$ cat config.mk
export PLATFORM = sky130hd
export DESIGN_NAME = go_to_goal_steering_controller_top
export DESIGN_NICKNAME = d
export VERILOG_FILES = /design/src/gtg_pkg.sv /design/src/gtg_front.sv /design/src/gtg_cordic.sv /design/src/gtg_back.sv /design/src/go_to_goal_steering_controller_top.sv
export SDC_FILE = /design/constraint.sdc
export NUM_CORES = 2
export LEC_CHECK = 0
export ABC_AREA = 1
export BUFFER_PORTS_ARGS = -buffer_cell sky130_fd_sc_hd__buf_2
export CAP_MARGIN = 5
export CORE_UTILIZATION = 34
export DETAILED_ROUTE_END_ITERATION = 8
export HOLD_SLACK_MARGIN = 0.15
export SYNTH_ARGS = -nofsm -noshare
export SYNTH_HDL_FRONTEND = slang
export SYNTH_SLANG_ARGS = --single-unit
$ cat constraint.sdc
create_clock -name clock -period 7.16 [get_ports clock]
set_input_delay 0.358 -clock clock [delete_from_list [all_inputs] [get_ports clock]]
set_output_delay 0.358 -clock clock [all_outputs]
set_load 0.005 [all_outputs]
$ cat src/gtg_pkg.sv
// types, constants and the arctangent table shared by the go-to-goal steering blocks
// no dependencies
`timescale 1ns / 1ps
`default_nettype none

package gtg_pkg;

   // datapath sizing
   localparam int CORDIC_STEPS  = 16;
   localparam int COORD_BITS    = 16;
   localparam int PRESHIFT      = 40 - COORD_BITS;
   localparam int DIFF_BITS     = COORD_BITS + 1;
   localparam int CX_BITS       = 44;
   localparam int Z_BITS        = 32;
   localparam int STEP_BITS     = $clog2(CORDIC_STEPS);
   localparam int ATAN_IDX_BITS = 5;
   localparam int SPLIT_BITS    = 16;
   localparam int HEADING_BITS  = 15;
   localparam int ANG_BITS      = 16;
   localparam int ERR_BITS      = 17;
   localparam int LIN_BITS      = 15;
   localparam int ANGV_BITS     = 15;
   localparam int DIST_BITS     = (COORD_BITS + 1 > LIN_BITS + 1) ? COORD_BITS + 1 : LIN_BITS + 1;
   localparam int GAIN_BITS     = 8;
   localparam int DTOL_BITS     = 16;
   localparam int ATOL_BITS     = 14;
   localparam int CMD_BITS      = 2;
   localparam int CSR_ADDR_BITS = 2;
   localparam int CSR_DATA_BITS = 16;
   localparam int QDEPTH        = 4;
   localparam int QA_BITS       = $clog2(QDEPTH);

   localparam int REQ_DATA_BITS = ((2 * COORD_BITS + HEADING_BITS + 7) / 8) * 8;
   localparam int RSP_DATA_BITS = ((LIN_BITS + ANGV_BITS + 1 + 7) / 8) * 8;

   // fixed-point constants
   localparam int PI_Q12      = 12868;
   localparam int TWO_PI_Q12  = 25736;
   localparam int HALF_PI_Q28 = 421657428;
   localparam int ROUND_Q16   = 32768;
   localparam logic [SPLIT_BITS-1:0] INV_GAIN_Q16 = 16'd39797;

   // reset values
   localparam logic [COORD_BITS-1:0] TARGET_RESET    = COORD_BITS'(1280);
   localparam logic [GAIN_BITS-1:0]  GAIN_LIN_RESET  = 8'd128;
   localparam logic [GAIN_BITS-1:0]  GAIN_ANG_RESET  = 8'd128;
   localparam logic [DTOL_BITS-1:0]  DTOL_RESET      = 16'd26;
   localparam logic [ATOL_BITS-1:0]  ATOL_RESET      = 14'd410;

   // command codes
   localparam logic [CMD_BITS-1:0] CMD_POSE = 2'd0;
   localparam logic [CMD_BITS-1:0] CMD_GOAL = 2'd1;
   localparam logic [CMD_BITS-1:0] CMD_TICK = 2'd2;
   localparam logic [CMD_BITS-1:0] CMD_NONE = 2'd3;

   // register indexes
   localparam logic [CSR_ADDR_BITS-1:0] CSR_GAIN_LIN = 2'd0;
   localparam logic [CSR_ADDR_BITS-1:0] CSR_GAIN_ANG = 2'd1;
   localparam logic [CSR_ADDR_BITS-1:0] CSR_DIST_TOL = 2'd2;
   localparam logic [CSR_ADDR_BITS-1:0] CSR_ANG_TOL  = 2'd3;

   typedef struct packed {
      logic [CMD_BITS-1:0]            kind;
      logic signed [COORD_BITS-1:0]   pos_x;
      logic signed [COORD_BITS-1:0]   pos_y;
      logic signed [HEADING_BITS-1:0] heading;
   } job_type;

   typedef struct packed {
      logic signed [CX_BITS-1:0] x;
      logic signed [Z_BITS-1:0]  z;
   } cordic_res_type;

   // atan(2^-i) in Q3.28
   function automatic logic signed [Z_BITS-1:0] atan_q28(input logic [ATAN_IDX_BITS-1:0] idx);
      logic signed [Z_BITS-1:0] v;
      case (idx)
         5'd0:  v = 32'sd210828714;
         5'd1:  v = 32'sd124459457;
         5'd2:  v = 32'sd65760959;
         5'd3:  v = 32'sd33381290;
         5'd4:  v = 32'sd16755422;
         5'd5:  v = 32'sd8385879;
         5'd6:  v = 32'sd4193963;
         5'd7:  v = 32'sd2097109;
         5'd8:  v = 32'sd1048571;
         5'd9:  v = 32'sd524287;
         5'd10: v = 32'sd262144;
         5'd11: v = 32'sd131072;
         5'd12: v = 32'sd65536;
         5'd13: v = 32'sd32768;
         5'd14: v = 32'sd16384;
         5'd15: v = 32'sd8192;
         5'd16: v = 32'sd4096;
         5'd17: v = 32'sd2048;
         5'd18: v = 32'sd1024;
         5'd19: v = 32'sd512;
         5'd20: v = 32'sd256;
         5'd21: v = 32'sd128;
         5'd22: v = 32'sd64;
         5'd23: v = 32'sd32;
         default: v = '0;
      endcase
      return v;
   endfunction

endpackage

`default_nettype wire

$ cat src/gtg_front.sv
// request side: accepts items, drops unused commands, queues jobs for the back end
// depends on gtg_pkg
`timescale 1ns / 1ps
`default_nettype none

module gtg_front (
   input  logic                                clock,
   input  logic                                reset,
   input  logic                                req_tvalid,
   output logic                                req_tready,
   input  logic [gtg_pkg::CMD_BITS-1:0]        req_tuser,
   input  logic [gtg_pkg::REQ_DATA_BITS-1:0]   req_tdata,
   output logic                                q_valid,
   input  logic                                q_pop,
   output gtg_pkg::job_type                    q_job
);
   import gtg_pkg::*;

   job_type              mem_ff [QDEPTH];
   logic [QA_BITS-1:0]   wr_ptr_ff;
   logic [QA_BITS-1:0]   rd_ptr_ff;
   logic [QA_BITS:0]     count_ff;
   logic [QA_BITS:0]     count_in;
   logic                 push;
   job_type              job_in;

   assign req_tready = (count_ff != (QA_BITS + 1)'(QDEPTH));
   assign push       = req_tvalid && req_tready && (req_tuser != CMD_NONE);
   assign q_valid    = (count_ff != '0);
   assign q_job      = mem_ff[rd_ptr_ff];

   always_comb begin
      job_in.kind    = req_tuser;
      job_in.pos_x   = req_tdata[COORD_BITS-1:0];
      job_in.pos_y   = req_tdata[2*COORD_BITS-1:COORD_BITS];
      job_in.heading = req_tdata[2*COORD_BITS+HEADING_BITS-1:2*COORD_BITS];
   end

   always_comb begin
      case ({push, q_pop})
         2'b10:   count_in = count_ff + 1'b1;
         2'b01:   count_in = count_ff - 1'b1;
         default: count_in = count_ff;
      endcase
   end

   always_ff @(posedge clock) begin
      if (reset) begin
         wr_ptr_ff <= '0;
         rd_ptr_ff <= '0;
         count_ff  <= '0;
      end else begin
         count_ff <= count_in;
         if (push) begin
            wr_ptr_ff <= wr_ptr_ff + 1'b1;
         end
         if (q_pop) begin
            rd_ptr_ff <= rd_ptr_ff + 1'b1;
         end
      end
   end

   always_ff @(posedge clock) begin
      if (push) begin
         mem_ff[wr_ptr_ff] <= job_in;
      end
   end

endmodule

`default_nettype wire

$ cat src/gtg_cordic.sv
// iterative vectoring cordic: one micro-rotation per cycle, quadrant pre-rotation on start
// depends on gtg_pkg
`timescale 1ns / 1ps
`default_nettype none

module gtg_cordic (
   input  logic                                  clock,
   input  logic                                  reset,
   input  logic                                  start,
   input  logic signed [gtg_pkg::DIFF_BITS-1:0]  dx,
   input  logic signed [gtg_pkg::DIFF_BITS-1:0]  dy,
   output logic                                  done,
   output gtg_pkg::cordic_res_type               res
);
   import gtg_pkg::*;

   localparam int EXT_BITS = CX_BITS - DIFF_BITS - PRESHIFT;
   localparam logic [STEP_BITS-1:0] STEP_LAST = STEP_BITS'(CORDIC_STEPS - 1);
   localparam logic signed [Z_BITS-1:0] HALF_PI = Z_BITS'(HALF_PI_Q28);

   logic                      busy_ff;
   logic                      done_ff;
   logic [STEP_BITS-1:0]      step_ff;
   logic signed [CX_BITS-1:0] x_ff;
   logic signed [CX_BITS-1:0] y_ff;
   logic signed [Z_BITS-1:0]  z_ff;

   logic signed [CX_BITS-1:0] x0;
   logic signed [CX_BITS-1:0] y0;
   logic signed [CX_BITS-1:0] xr;
   logic signed [CX_BITS-1:0] yr;
   logic signed [Z_BITS-1:0]  zr;
   logic signed [CX_BITS-1:0] xs;
   logic signed [CX_BITS-1:0] ys;
   logic signed [Z_BITS-1:0]  at;

   assign x0 = {{EXT_BITS{dx[DIFF_BITS-1]}}, dx, {PRESHIFT{1'b0}}};
   assign y0 = {{EXT_BITS{dy[DIFF_BITS-1]}}, dy, {PRESHIFT{1'b0}}};

   // fold the left half-plane onto the right one
   always_comb begin
      if (x0 < 0) begin
         if (y0 >= 0) begin
            xr = y0;
            yr = -x0;
            zr = HALF_PI;
         end else begin
            xr = -y0;
            yr = x0;
            zr = -HALF_PI;
         end
      end else begin
         xr = x0;
         yr = y0;
         zr = '0;
      end
   end

   assign xs = x_ff >>> step_ff;
   assign ys = y_ff >>> step_ff;
   assign at = atan_q28(ATAN_IDX_BITS'(step_ff));

   always_ff @(posedge clock) begin
      if (reset) begin
         busy_ff <= 1'b0;
         done_ff <= 1'b0;
         step_ff <= '0;
      end else begin
         done_ff <= !start && busy_ff && (step_ff == STEP_LAST);
         if (start) begin
            busy_ff <= 1'b1;
            step_ff <= '0;
         end else if (busy_ff) begin
            step_ff <= step_ff + 1'b1;
            if (step_ff == STEP_LAST) begin
               busy_ff <= 1'b0;
            end
         end
      end
   end

   always_ff @(posedge clock) begin
      if (start) begin
         x_ff <= xr;
         y_ff <= yr;
         z_ff <= zr;
      end else if (busy_ff) begin
         if (y_ff > 0) begin
            x_ff <= x_ff + ys;
            y_ff <= y_ff - xs;
            z_ff <= z_ff + at;
         end else begin
            x_ff <= x_ff - ys;
            y_ff <= y_ff + xs;
            z_ff <= z_ff - at;
         end
      end
   end

   assign done  = done_ff;
   assign res.x = x_ff;
   assign res.z = z_ff;

endmodule

`default_nettype wire

$ cat src/gtg_back.sv
// execution side: pose and goal state, config registers, tick sequencer and result register
// depends on gtg_pkg; drives gtg_cordic through start/done
`timescale 1ns / 1ps
`default_nettype none

module gtg_back (
   input  logic                                  clock,
   input  logic                                  reset,
   input  logic                                  csr_we,
   input  logic [gtg_pkg::CSR_ADDR_BITS-1:0]     csr_addr,
   input  logic [gtg_pkg::CSR_DATA_BITS-1:0]     csr_wdata,
   input  logic                                  q_valid,
   output logic                                  q_pop,
   input  gtg_pkg::job_type                      q_job,
   output logic                                  cordic_start,
   output logic signed [gtg_pkg::DIFF_BITS-1:0]  cordic_dx,
   output logic signed [gtg_pkg::DIFF_BITS-1:0]  cordic_dy,
   input  logic                                  cordic_done,
   input  gtg_pkg::cordic_res_type               cordic_res,
   output logic                                  rsp_tvalid,
   input  logic                                  rsp_tready,
   output logic [gtg_pkg::LIN_BITS-1:0]          rsp_lin,
   output logic [gtg_pkg::ANGV_BITS-1:0]         rsp_ang,
   output logic                                  rsp_reached
);
   import gtg_pkg::*;

   localparam logic [2:0] ST_IDLE  = 3'd0;
   localparam logic [2:0] ST_WAIT  = 3'd1;
   localparam logic [2:0] ST_MUL0  = 3'd2;
   localparam logic [2:0] ST_MUL1  = 3'd3;
   localparam logic [2:0] ST_WRAP  = 3'd4;
   localparam logic [2:0] ST_SCALE = 3'd5;
   localparam logic [2:0] ST_OUT   = 3'd6;

   localparam int HI_BITS  = CX_BITS - SPLIT_BITS;
   localparam int SUM_BITS = CX_BITS + 1;
   localparam int LP_BITS  = DIST_BITS + GAIN_BITS;
   localparam int AP_BITS  = ERR_BITS + GAIN_BITS + 1;
   localparam logic signed [ERR_BITS-1:0] PI_E     = ERR_BITS'(PI_Q12);
   localparam logic signed [ERR_BITS-1:0] TWO_PI_E = ERR_BITS'(TWO_PI_Q12);

   logic [2:0]                       state_ff;
   logic [2:0]                       state_in;
   logic [GAIN_BITS-1:0]             gain_lin_ff;
   logic [GAIN_BITS-1:0]             gain_ang_ff;
   logic [DTOL_BITS-1:0]             dtol_ff;
   logic [ATOL_BITS-1:0]             atol_ff;
   logic signed [COORD_BITS-1:0]     robot_x_ff;
   logic signed [COORD_BITS-1:0]     robot_y_ff;
   logic signed [HEADING_BITS-1:0]   robot_hd_ff;
   logic signed [COORD_BITS-1:0]     target_x_ff;
   logic signed [COORD_BITS-1:0]     target_y_ff;
   logic                             driving_ff;
   logic [2*SPLIT_BITS-1:0]          p0_ff;
   logic signed [ANG_BITS-1:0]       ang_ff;
   logic [DIST_BITS-1:0]             dist_ff;
   logic signed [ERR_BITS-1:0]       err_ff;
   logic                             far_ff;
   logic [LIN_BITS-1:0]              res_lin_ff;
   logic [ANGV_BITS-1:0]             res_ang_ff;
   logic                             res_reached_ff;
   logic                             rsp_valid_ff;
   logic [LIN_BITS-1:0]              rsp_lin_ff;
   logic [ANGV_BITS-1:0]             rsp_ang_ff;
   logic                             rsp_reached_ff;

   logic                             out_free;
   logic                             is_tick;
   logic [SPLIT_BITS-1:0]            x_lo;
   logic [HI_BITS-1:0]               x_hi;
   logic [2*SPLIT_BITS-1:0]          p0_in;
   logic signed [Z_BITS-1:0]         z_round;
   logic [CX_BITS-1:0]               hi_prod;
   logic [SUM_BITS-1:0]              dist_sum;
   logic signed [ERR_BITS-1:0]       err_in;
   logic signed [ERR_BITS-1:0]       err_wrap;
   logic [ERR_BITS-1:0]              err_abs;
   logic [LP_BITS-1:0]               lin_prod;
   logic signed [AP_BITS-1:0]        ang_prod;
   logic [LIN_BITS-1:0]              lin_sat;

   assign out_free     = !rsp_valid_ff || rsp_tready;
   assign q_pop        = (state_ff == ST_IDLE) && q_valid;
   assign is_tick      = (q_job.kind == CMD_TICK);
   assign cordic_start = q_pop && is_tick && driving_ff;
   assign cordic_dx    = {target_x_ff[COORD_BITS-1], target_x_ff}
                         - {robot_x_ff[COORD_BITS-1], robot_x_ff};
   assign cordic_dy    = {target_y_ff[COORD_BITS-1], target_y_ff}
                         - {robot_y_ff[COORD_BITS-1], robot_y_ff};

   // magnitude times 1/K, split in two partial products
   assign x_lo     = cordic_res.x[SPLIT_BITS-1:0];
   assign x_hi     = cordic_res.x[CX_BITS-1:SPLIT_BITS];
   assign p0_in    = (2*SPLIT_BITS)'(x_lo) * (2*SPLIT_BITS)'(INV_GAIN_Q16);
   assign hi_prod  = CX_BITS'(x_hi) * CX_BITS'(INV_GAIN_Q16);
   assign dist_sum = SUM_BITS'(hi_prod) + SUM_BITS'(p0_ff[2*SPLIT_BITS-1:SPLIT_BITS]);
   assign z_round  = cordic_res.z + Z_BITS'(ROUND_Q16);
   assign err_in   = {ang_ff[ANG_BITS-1], ang_ff}
                     - {{(ERR_BITS-HEADING_BITS){robot_hd_ff[HEADING_BITS-1]}}, robot_hd_ff};

   always_comb begin
      if (err_ff > PI_E) begin
         err_wrap = err_ff - TWO_PI_E;
      end else if (err_ff < -PI_E) begin
         err_wrap = err_ff + TWO_PI_E;
      end else begin
         err_wrap = err_ff;
      end
   end

   assign err_abs  = err_ff[ERR_BITS-1] ? -err_ff : err_ff;
   assign lin_prod = LP_BITS'(gain_lin_ff) * LP_BITS'(dist_ff);
   assign ang_prod = $signed({1'b0, gain_ang_ff}) * err_ff;
   assign lin_sat  = (|lin_prod[LP_BITS-1:GAIN_BITS+LIN_BITS]) ? {LIN_BITS{1'b1}}
                                                             : lin_prod[GAIN_BITS +: LIN_BITS];

   always_comb begin
      state_in = state_ff;
      unique case (state_ff)
         ST_IDLE: begin
            if (q_valid && is_tick) begin
               state_in = driving_ff ? ST_WAIT : ST_OUT;
            end
         end
         ST_WAIT: begin
            if (cordic_done) begin
               state_in = ST_MUL0;
            end
         end
         ST_MUL0:  state_in = ST_MUL1;
         ST_MUL1:  state_in = ST_WRAP;
         ST_WRAP:  state_in = ST_SCALE;
         ST_SCALE: state_in = ST_OUT;
         ST_OUT: begin
            if (out_free) begin
               state_in = ST_IDLE;
            end
         end
         default:  state_in = ST_IDLE;
      endcase
   end

   always_ff @(posedge clock) begin
      if (reset) begin
         state_ff     <= ST_IDLE;
         gain_lin_ff  <= GAIN_LIN_RESET;
         gain_ang_ff  <= GAIN_ANG_RESET;
         dtol_ff      <= DTOL_RESET;
         atol_ff      <= ATOL_RESET;
         robot_x_ff   <= '0;
         robot_y_ff   <= '0;
         robot_hd_ff  <= '0;
         target_x_ff  <= TARGET_RESET;
         target_y_ff  <= TARGET_RESET;
         driving_ff   <= 1'b0;
         rsp_valid_ff <= 1'b0;
      end else begin
         state_ff <= state_in;
         if (csr_we) begin
            unique case (csr_addr)
               CSR_GAIN_LIN: gain_lin_ff <= csr_wdata[GAIN_BITS-1:0];
               CSR_GAIN_ANG: gain_ang_ff <= csr_wdata[GAIN_BITS-1:0];
               CSR_DIST_TOL: dtol_ff     <= csr_wdata[DTOL_BITS-1:0];
               CSR_ANG_TOL:  atol_ff     <= csr_wdata[ATOL_BITS-1:0];
               default: ;
            endcase
         end
         if (q_pop) begin
            unique case (q_job.kind)
               CMD_POSE: begin
                  robot_x_ff  <= q_job.pos_x;
                  robot_y_ff  <= q_job.pos_y;
                  robot_hd_ff <= q_job.heading;
               end
               CMD_GOAL: begin
                  target_x_ff <= q_job.pos_x;
                  target_y_ff <= q_job.pos_y;
                  driving_ff  <= 1'b1;
               end
               default: ;
            endcase
         end
         if (state_ff == ST_OUT && out_free) begin
            rsp_valid_ff <= 1'b1;
            if (res_reached_ff) begin
               driving_ff <= 1'b0;
            end
         end else if (rsp_tready) begin
            rsp_valid_ff <= 1'b0;
         end
      end
   end

   always_ff @(posedge clock) begin
      if (q_pop && is_tick && !driving_ff) begin
         res_lin_ff     <= '0;
         res_ang_ff     <= '0;
         res_reached_ff <= 1'b0;
      end
      if (state_ff == ST_MUL0) begin
         p0_ff  <= p0_in;
         ang_ff <= z_round[Z_BITS-1 -: ANG_BITS];
      end
      if (state_ff == ST_MUL1) begin
         dist_ff <= dist_sum[PRESHIFT +: DIST_BITS];
         err_ff  <= err_in;
      end
      if (state_ff == ST_WRAP) begin
         err_ff <= err_wrap;
         far_ff <= (dist_ff > DIST_BITS'(dtol_ff));
      end
      if (state_ff == ST_SCALE) begin
         res_reached_ff <= !far_ff;
         if (far_ff && (err_abs > ERR_BITS'(atol_ff))) begin
            res_lin_ff <= '0;
            res_ang_ff <= ang_prod[GAIN_BITS +: ANGV_BITS];
         end else if (far_ff) begin
            res_lin_ff <= lin_sat;
            res_ang_ff <= '0;
         end else begin
            res_lin_ff <= '0;
            res_ang_ff <= '0;
         end
      end
      if (state_ff == ST_OUT && out_free) begin
         rsp_lin_ff     <= res_lin_ff;
         rsp_ang_ff     <= res_ang_ff;
         rsp_reached_ff <= res_reached_ff;
      end
   end

   assign rsp_tvalid  = rsp_valid_ff;
   assign rsp_lin     = rsp_lin_ff;
   assign rsp_ang     = rsp_ang_ff;
   assign rsp_reached = rsp_reached_ff;

   a_reached_still : assert property (@(posedge clock) disable iff (reset)
      (rsp_valid_ff && rsp_reached_ff) |-> (rsp_lin_ff == '0 && rsp_ang_ff == '0))
      else $error("reached item carries a nonzero velocity");

   a_one_motion : assert property (@(posedge clock) disable iff (reset)
      rsp_valid_ff |-> (rsp_lin_ff == '0 || rsp_ang_ff == '0))
      else $error("item drives and turns at once");

   a_disarm : assert property (@(posedge clock) disable iff (reset)
      (state_ff == ST_OUT && out_free && res_reached_ff) |=> !driving_ff)
      else $error("driving flag still set after goal reached");

   a_done_in_wait : assert property (@(posedge clock) disable iff (reset)
      cordic_done |-> state_ff == ST_WAIT)
      else $error("cordic finished outside the wait state");

endmodule

`default_nettype wire

$ cat src/go_to_goal_steering_controller_top.sv
// go-to-goal steering controller top level: front queue, cordic unit and back end
// depends on gtg_pkg, gtg_front, gtg_cordic, gtg_back
//
// channel  dir  handshake              contents
// req      in   req_tvalid/req_tready  tuser: cmd; tdata: pos_x, pos_y, heading
// rsp      out  rsp_tvalid/rsp_tready  tdata: linear_velocity, angular_velocity, goal_reached
// csr      in   csr_we                 csr_addr: register index, csr_wdata: value
//
// pose and goal items are applied as they are popped, the back end staying idle; an idle tick
// passes through the output state, and a driving tick waits for the cordic loop at one
// micro-rotation per cycle, then passes through the multiply, wrap, scale and output states
// a four-entry queue keeps accepting items until full while the back end works or the result stalls
// synchronous reset restores pose, goal, flag and registers at once; no clearing pass
`timescale 1ns / 1ps
`default_nettype none

module go_to_goal_steering_controller_top (
   input  logic                                clock,
   input  logic                                reset,
   input  logic                                req_tvalid,
   output logic                                req_tready,
   input  logic [gtg_pkg::CMD_BITS-1:0]        req_tuser,  // cmd
   input  logic [gtg_pkg::REQ_DATA_BITS-1:0]   req_tdata,  // pos_x, pos_y, heading, zero pad
   output logic                                rsp_tvalid,
   input  logic                                rsp_tready,
   output logic [gtg_pkg::RSP_DATA_BITS-1:0]   rsp_tdata,  // linear_velocity, angular_velocity,
                                                           // goal_reached, zero pad
   input  logic                                csr_we,
   input  logic [gtg_pkg::CSR_ADDR_BITS-1:0]   csr_addr,
   input  logic [gtg_pkg::CSR_DATA_BITS-1:0]   csr_wdata
);
   import gtg_pkg::*;

   localparam int PAD_BITS = RSP_DATA_BITS - LIN_BITS - ANGV_BITS - 1;

   logic                        q_valid;
   logic                        q_pop;
   job_type                     q_job;
   logic                        cordic_start;
   logic signed [DIFF_BITS-1:0] cordic_dx;
   logic signed [DIFF_BITS-1:0] cordic_dy;
   logic                        cordic_done;
   cordic_res_type              cordic_res;
   logic [LIN_BITS-1:0]         rsp_lin;
   logic [ANGV_BITS-1:0]        rsp_ang;
   logic                        rsp_reached;

   gtg_front u_front (
      .clock      (clock),
      .reset      (reset),
      .req_tvalid (req_tvalid),
      .req_tready (req_tready),
      .req_tuser  (req_tuser),
      .req_tdata  (req_tdata),
      .q_valid    (q_valid),
      .q_pop      (q_pop),
      .q_job      (q_job)
   );

   gtg_cordic u_cordic (
      .clock (clock),
      .reset (reset),
      .start (cordic_start),
      .dx    (cordic_dx),
      .dy    (cordic_dy),
      .done  (cordic_done),
      .res   (cordic_res)
   );

   gtg_back u_back (
      .clock        (clock),
      .reset        (reset),
      .csr_we       (csr_we),
      .csr_addr     (csr_addr),
      .csr_wdata    (csr_wdata),
      .q_valid      (q_valid),
      .q_pop        (q_pop),
      .q_job        (q_job),
      .cordic_start (cordic_start),
      .cordic_dx    (cordic_dx),
      .cordic_dy    (cordic_dy),
      .cordic_done  (cordic_done),
      .cordic_res   (cordic_res),
      .rsp_tvalid   (rsp_tvalid),
      .rsp_tready   (rsp_tready),
      .rsp_lin      (rsp_lin),
      .rsp_ang      (rsp_ang),
      .rsp_reached  (rsp_reached)
   );

   assign rsp_tdata = {{PAD_BITS{1'b0}}, rsp_reached, rsp_ang, rsp_lin};

endmodule

`default_nettype wire

# Word level (Yosys, flattened, before mapping)
# Memories as Yosys holds them, arrays and structs flattened. A register that Yosys moved wholly into a read port is not among the register bits.
# Index checks and enable logic that the tools add are counted.
[word_totals] romBits=448 mem_count=2 register_bits=408 ramBits=196 inputBits=73
[op_classes] mux=50 reduce_logical=35 mul=4 n_shift=2 eq_ne=20 magnitude_cmp=7 n_addsub=21
[mem_list] memory="(name not given)" words=16 width=28 rd=1 rd_clocked_by_memory_dff=1 wr=0 line="gtg_pkg.sv:77" rtl="case (idx)"
[mem_list] memory="u_front.mem_ff" words=4 width=49 rd=1 rd_clocked_by_memory_dff=1 wr=1 line="gtg_front.sv:19" rtl="job_type mem_ff [QDEPTH];"
[op_table] operator="$mux 44" n=10
[op_table] operator="$mux 32" n=5
[op_table] operator="$mux 15" n=7
[op_table] operator="$add 44x44->44" n=2
[op_table] operator="$neg 41->44" n=2
[op_table] operator="$sshr 44x4->44" n=2
[op_table] operator="$sub 44x44->44" n=2
[op_table] operator="$mux 17" n=5
[op_table] operator="$gt 44x1->1 const B" n=1
[op_table] operator="$add 41x16->41" n=1
[op_table] operator="$ge 41x1->1 const B" n=1
[op_table] operator="$lt 41x1->1 const B" n=1
[op_table] operator="$mul 28x16->41 const B" n=1
[op_table] operator="$sub 16x16->17" n=2
[op_table] operator="$add 32x17->32 const B" n=1
[op_table] operator="$add 32x32->32" n=1
[op_table] operator="$mul 16x16->32 const B" n=1
[op_table] operator="$sub 32x32->32" n=1
[op_table] operator="$mul 8x17->25" n=1
[op_table] operator="$mul 9x17->23" n=1
[op_table] operator="$pmux 3 s7" n=1
[op_table] operator="$add 17x16->17 const B" n=1
[op_table] operator="$gt 17x14->1" n=1
[op_table] operator="$gt 17x15->1 const B" n=1
[op_table] operator="other kinds (34)" n=87

# Depth between registers and ports, before layout
[logic_depth] ltp_word=7 mapped_depth=35 ltp_nobuf=32

# Cells and area by module
# From an unflattened synthesis, not the netlist that was laid out.
[unflattened] hier_cells=8634 area_unflattened_um2=66017.1
[modules_own_cells] mod="gtg_back" cells_each=4609 area_each_um2=37210.7 seq_area_each_um2=6476.2 n_inst=1
[modules_own_cells] mod="gtg_cordic" cells_each=3483 area_each_um2=21056.4 seq_area_each_um2=4264.1 n_inst=1
[modules_own_cells] mod="gtg_front" cells_each=539 area_each_um2=7731.2 seq_area_each_um2=6065.8 n_inst=1
[modules_own_cells] mod="go_to_goal_steering_controller_top" cells_each=3 area_each_um2=18.8 seq_area_each_um2=0.0 n_inst=1

# Worst setup path before layout
# No wires, ideal clock.
[synth_timing] path_type="reg-to-reg" start="register u_cordic.x_ff[6]" end="register u_back.p0_ff[29], data pin" setup_time_ps=261 path_buffers=0 slack_ps=1770 stages_incl_launch_ff=21 arrival_time_ps=5130 path_cell_list="edfxtp_1 -> inv_1 -> fa_1 -> fa_1 -> fa_1 -> fa_1 -> inv_1 -> fa_1 -> inv_1 -> fa_1 -> inv_1 -> ha_1 -> a21oi_1 -> o21ai_0 -> a21oi_1 -> nand2_1 -> a21boi_0 -> o21ai_0 -> nand2_1 -> nand2_1 -> xor2_1"
[synth_between] elab_chain_len=1
[synth_lines] item="start: declaration" line="gtg_cordic.sv:24" rtl="logic signed [CX_BITS-1:0] x_ff;"
[synth_lines] item="start signal: assignment" line="gtg_cordic.sv:84" rtl="x_ff <= xr;"
[synth_lines] item="start signal: assignment" line="gtg_cordic.sv:89" rtl="x_ff <= x_ff + ys;"
[synth_lines] item="start signal: assignment" line="gtg_cordic.sv:93" rtl="x_ff <= x_ff - ys;"
[synth_lines] item="$mul 16x16->32" line="gtg_back.sv:95" rtl="assign p0_in = (2*SPLIT_BITS)'(x_lo) * (2*SPLIT_BITS)'(INV_GAIN_Q16);"
[synth_lines] item="named net u_back.p0_in[29]" line="gtg_back.sv:72" rtl="logic [2*SPLIT_BITS-1:0] p0_in;"
[synth_lines] item="end signal: assignment" line="gtg_back.sv:202" rtl="p0_ff <= p0_in;"
[synth_lines] item="end: declaration" line="gtg_back.sv:55" rtl="logic [2*SPLIT_BITS-1:0] p0_ff;"
# The timed path passes the listed nets, and every way through them passes these cells.
# A chain may end at the register's enable or synchronous reset.

# Worst setup path in the final report
[layout_timing] start="register u_cordic.x_ff[33]" end="register u_back.dist_ff[14], data pin"
[layout_between] elab_chain_len=2
[layout_lines] item="$mul 28x16->41" line="gtg_back.sv:96" rtl="assign hi_prod = CX_BITS'(x_hi) * CX_BITS'(INV_GAIN_Q16);"
[layout_lines] item="$add 41x16->41" line="gtg_back.sv:97" rtl="assign dist_sum = SUM_BITS'(hi_prod) + SUM_BITS'(p0_ff[2*SPLIT_BITS-1:SPLIT_BITS]);"
[layout_lines] item="named net u_back.dist_sum[38]" line="gtg_back.sv:75" rtl="logic [SUM_BITS-1:0] dist_sum;"
[layout_lines] item="end signal: assignment" line="gtg_back.sv:206" rtl="dist_ff <= dist_sum[PRESHIFT +: DIST_BITS];"
[layout_lines] item="end: declaration" line="gtg_back.sv:57" rtl="logic [DIST_BITS-1:0] dist_ff;"
# The timed path passes the listed nets, and every way through them passes these cells.

==> metrics.md <==
| Metric | Value |
|---|---|
| Via count | `56,200` |
| Register area share after synthesis | `25.8%` |
| Total grt overflow | `0` |
| Critical path endpoint category | `flip-flop` |
| Final Hold Fails | `0` |
| Antenna violations before repair | `5` |
| Antenna Violating Nets Remaining | `0` |
| Distinct cell type count after synthesis | `69` |
| # resized after CTS | `0` |
| P_int | `12.3 mW` |
| Total of max-cap violations | `0` |
| H-tree depth | `3` |
| Min setup slack post-route | `834 ps` |
| Reg clk slew, reported paths | `70 ps` |
| Prevailing post-synth register cell | `edfxtp_1` |
| Total Wirelength | `191,000 um` |
| Initial core utilization | `34.3%` |
| Peak supply drop | `0.000334 V` |
| Later-pin clock latency in the skew report | `720 ps` |
| Die Width | `440 um` |
| Pwr per Cell Area | `342 nW/um^2` |
| EDFF count, synth | `445` |
| Post-synth top area share | `20.5%` |
| Switch Pwr | `12.2 mW` |
| Crit path launch type | `flip-flop` |
| # IOs | `107` |
| HPWL Detailed | `151,000 um` |
| CTS Root Cell | `clkbuf_16` |
| Worst Tran Pin Value | `1060 ps` |
| Vias per cell | `5.08` |
| Syn avg cell area | `7.74 um^2` |
| Ys async rst share | `0%` |
| Slew Limit Headroom | `28.9%` |
| GPL Wtd Cong | `0.978` |
| WP data arrival | `6750 ps` |
| Dpl ws | `858 ps` |
| Switch share | `49.7%` |
| CTS tree | `done` |
| P_leak | `33.9 nW` |
| Post-synth top area cell | `edfxtp_1` |
| Worst path max stage delay | `780 ps` |
| First-pass GRT wire length | `303,000 um` |
| Count leader, synth | `nand2_1` |
| WP buf/inv | `6` |
| Kind of cell adding the most delay to the critical path | `adder cells` |
| Drt wl/cell | `17.3 um` |
| Combinational Power Share | `62.9%` |
| Critical setup path kind | `reg2reg` |
| Worst Path Max Fanout | `8` |
| Worst path slowest cell | `edfxtp_1` |
| Die Y | `440 um` |
| Worst path cell trace | `inv_1, fa_1, fa_1, inv_1, fa_1, fa_1, fa_1, inv_1, fa_1, inv_1, ha_1, nand2_1, nor2_1, inv_1, nor2_1, inv_1, nor3_1, nand3_1, o211ai_1, nand2_1, nand2_1, xor2_1` |
| Clock power frac | `16.4%` |
| CP required | `7590 ps` |
| Row cnt | `160` |
| Largest net degree at the start of global routing | `121` |
| Iteration-0 DRC Markers | `4,934` |
| Yosys warnings | `0` |
| DR DRC count | `0` |
| DR pass1 iterations | `6` |
| Syn Inst Count | `8,432` |
| Setup-failing EPs final | `0` |
| # port buffers | `104` |
| Number of global-route vias before repair | `55,600` |
| Longest Clk Path Bufs | `3` |
| Worst Clk Skew | `46.2 ps` |
| # Post-CTS Setup Buffers | `0` |
| Hold-fix buffers, CTS | `75` |
| Status | `completed` |
| Fin. max-slew vios | `0` |
| Unrepaired setup endpoints after global routing | `false` |
| Layout cells sized above 1 | `4.97%` |
| Sequential share of power | `20.7%` |
| Synth area leaders | `edfxtp_1 (20%), fa_1 (15%), ha_1 (12%)` |
| Fillcell total | `19,600` |
| Synthesis-stage register bit count | `617` |
| Fmax | `0.158 GHz` |
| Total Routing Usage GR | `19.7%` |
| Syn_nets | `9,617` |
| Final Critical Period | `6330 ps` |
| Post-synth top cells | `nand2_1 (1,636), inv_1 (1,494), nor2_1 (719), nand3_1 (614), ha_1 (611)` |
| Final #Nets | `9,681` |
| Period utilisation layout | `88.4%` |
| Core Box Area | `190,000 um^2` |
| Die ar. | `194,000 um^2` |
| Worst hold path class | `in2reg` |
| Clock Sinks | `617` |
| CTS buffer count | `74` |
| Post-Syn Area | `65,200 um^2` |
| Synthesis-to-layout area growth | `10.0%` |
| TNS Setup | `0 ps` |
==> path summary, 6_finish.rpt <==
path	from	end	slack, ps	cells past startpoint
worst max register to register	u_cordic.x_ff[33]	u_back.dist_ff[14]	830	22
worst max-delay path	u_cordic.x_ff[33]	u_back.dist_ff[14]	830	22
worst min register to register	u_back.res_ang_ff[8]	u_back.rsp_ang[8]	390	0
worst min-delay path	reset	u_front.count_ff[1]	200	3
==> power groups by stage <==
| stage | Combinational (mW) | Clock [mW] | Sequential [mW] |
|---|---|---|---|
| floorplan | 11.6 | 0 | 4.87 |
| global placement | 15.2 | 0 | 5.14 |
| detailed placement | 15.3 | 0 | 5.15 |
| CTS | 15.4 | 4.13 | 5.08 |
| global route | 17.6 | 4.26 | 5.13 |
| finish | 15.4 | 4.03 | 5.08 |
==> state kept, by name (all words and copies together), names as in the netlist, 17 cells and up, named ones only <==
signal and cells:
u_front.mem_ff 196, u_cordic.x_ff 44, u_cordic.y_ff 44, u_cordic.z_ff 32, u_cordic.at 27, u_back.dist_ff 17
u_back.err_ff 17
==> cell families (layout without fill, tap and decap cells) <==
kind of cell | count (synthesis) | count (layout) | share of synthesized area (%)
simple gates | 3231 | 3231 | 20.9
buf+inv | 1771 | 1896 | 10.4
compound gates | 1422 | 1422 | 12.1
fa+ha+maj | 1112 | 1112 | 27.1
flops | 617 | 617 | 25.8
xor+xnor | 277 | 277 | 3.72
other cells | 1 | 3 | 0.00575
mux | 1 | 1 | 0.0153
==> layer usage <==
metal  vias to the layer above  wire (um)  track usage (%)
met5                         -          0                0
met3                       279      10400             2.22
met2                      1632      89600             33.3
li1                      27500          -                -
met4                         0       6240             6.54
met1                     26800      85200             26.0
==> metrics by stage <==
step	utilization, %	cell area [um^2]	instances	total power, mW	hold slack (ps)
finish	37.7	71800	11100	24.5	203
global route	37.7	71800	11100	27.0	197
CTS	37.7	71800	11100	24.6	159
detailed placement	35.9	68400	10900	20.4	407
global placement	35.9	68400	10900	20.3	404
floorplan	-	65200	8432	16.5	400
==> worst min-delay path, delay by kind of cell <==
kind | cells | cell delay, ps
buffers and inverters | 2 | 360
and+or+nand+nor | 1 | 140
==> layout make-up <==
type / instances / area (um^2) / area share, %
diodes: 2 / 5.00 / 0.00697
clock buffers: 91 / 1950 / 2.71
clock inverters: 46 / 657 / 0.915
inverters: 1510 / 5670 / 7.90
multi-input cells: 6044 / 41700 / 58.1
flip-flops and latches: 617 / 16800 / 23.4
well taps: 2511 / 3140 / 4.38
repair buffers: 249 / 1830 / 2.56
==> cells in the final DEF, fill, tap and decap left out, types with 28 or more instances in the layout <==
cell	netlist	routed
xnor2_1	105	105
a21oi_1	569	569
clkbuf_16	0	74
xor2_1	172	171
buf_4	5	67
nand3_1	614	614
edfxtp_1	445	445
inv_1	1494	1491
o22ai_1	31	31
nand2_1	1636	1634
fa_1	501	501
nor3_1	68	68
o21ai_0	521	520
dfxtp_1	172	167
dlygate4sd3_1	0	75
buf_2	48	104
nor2_1	719	711
a31oi_1	56	56
nand4_1	63	63
o211ai_1	44	44
ha_1	611	611
a21o_1	28	28
Power figures use the tool's default switching activity.
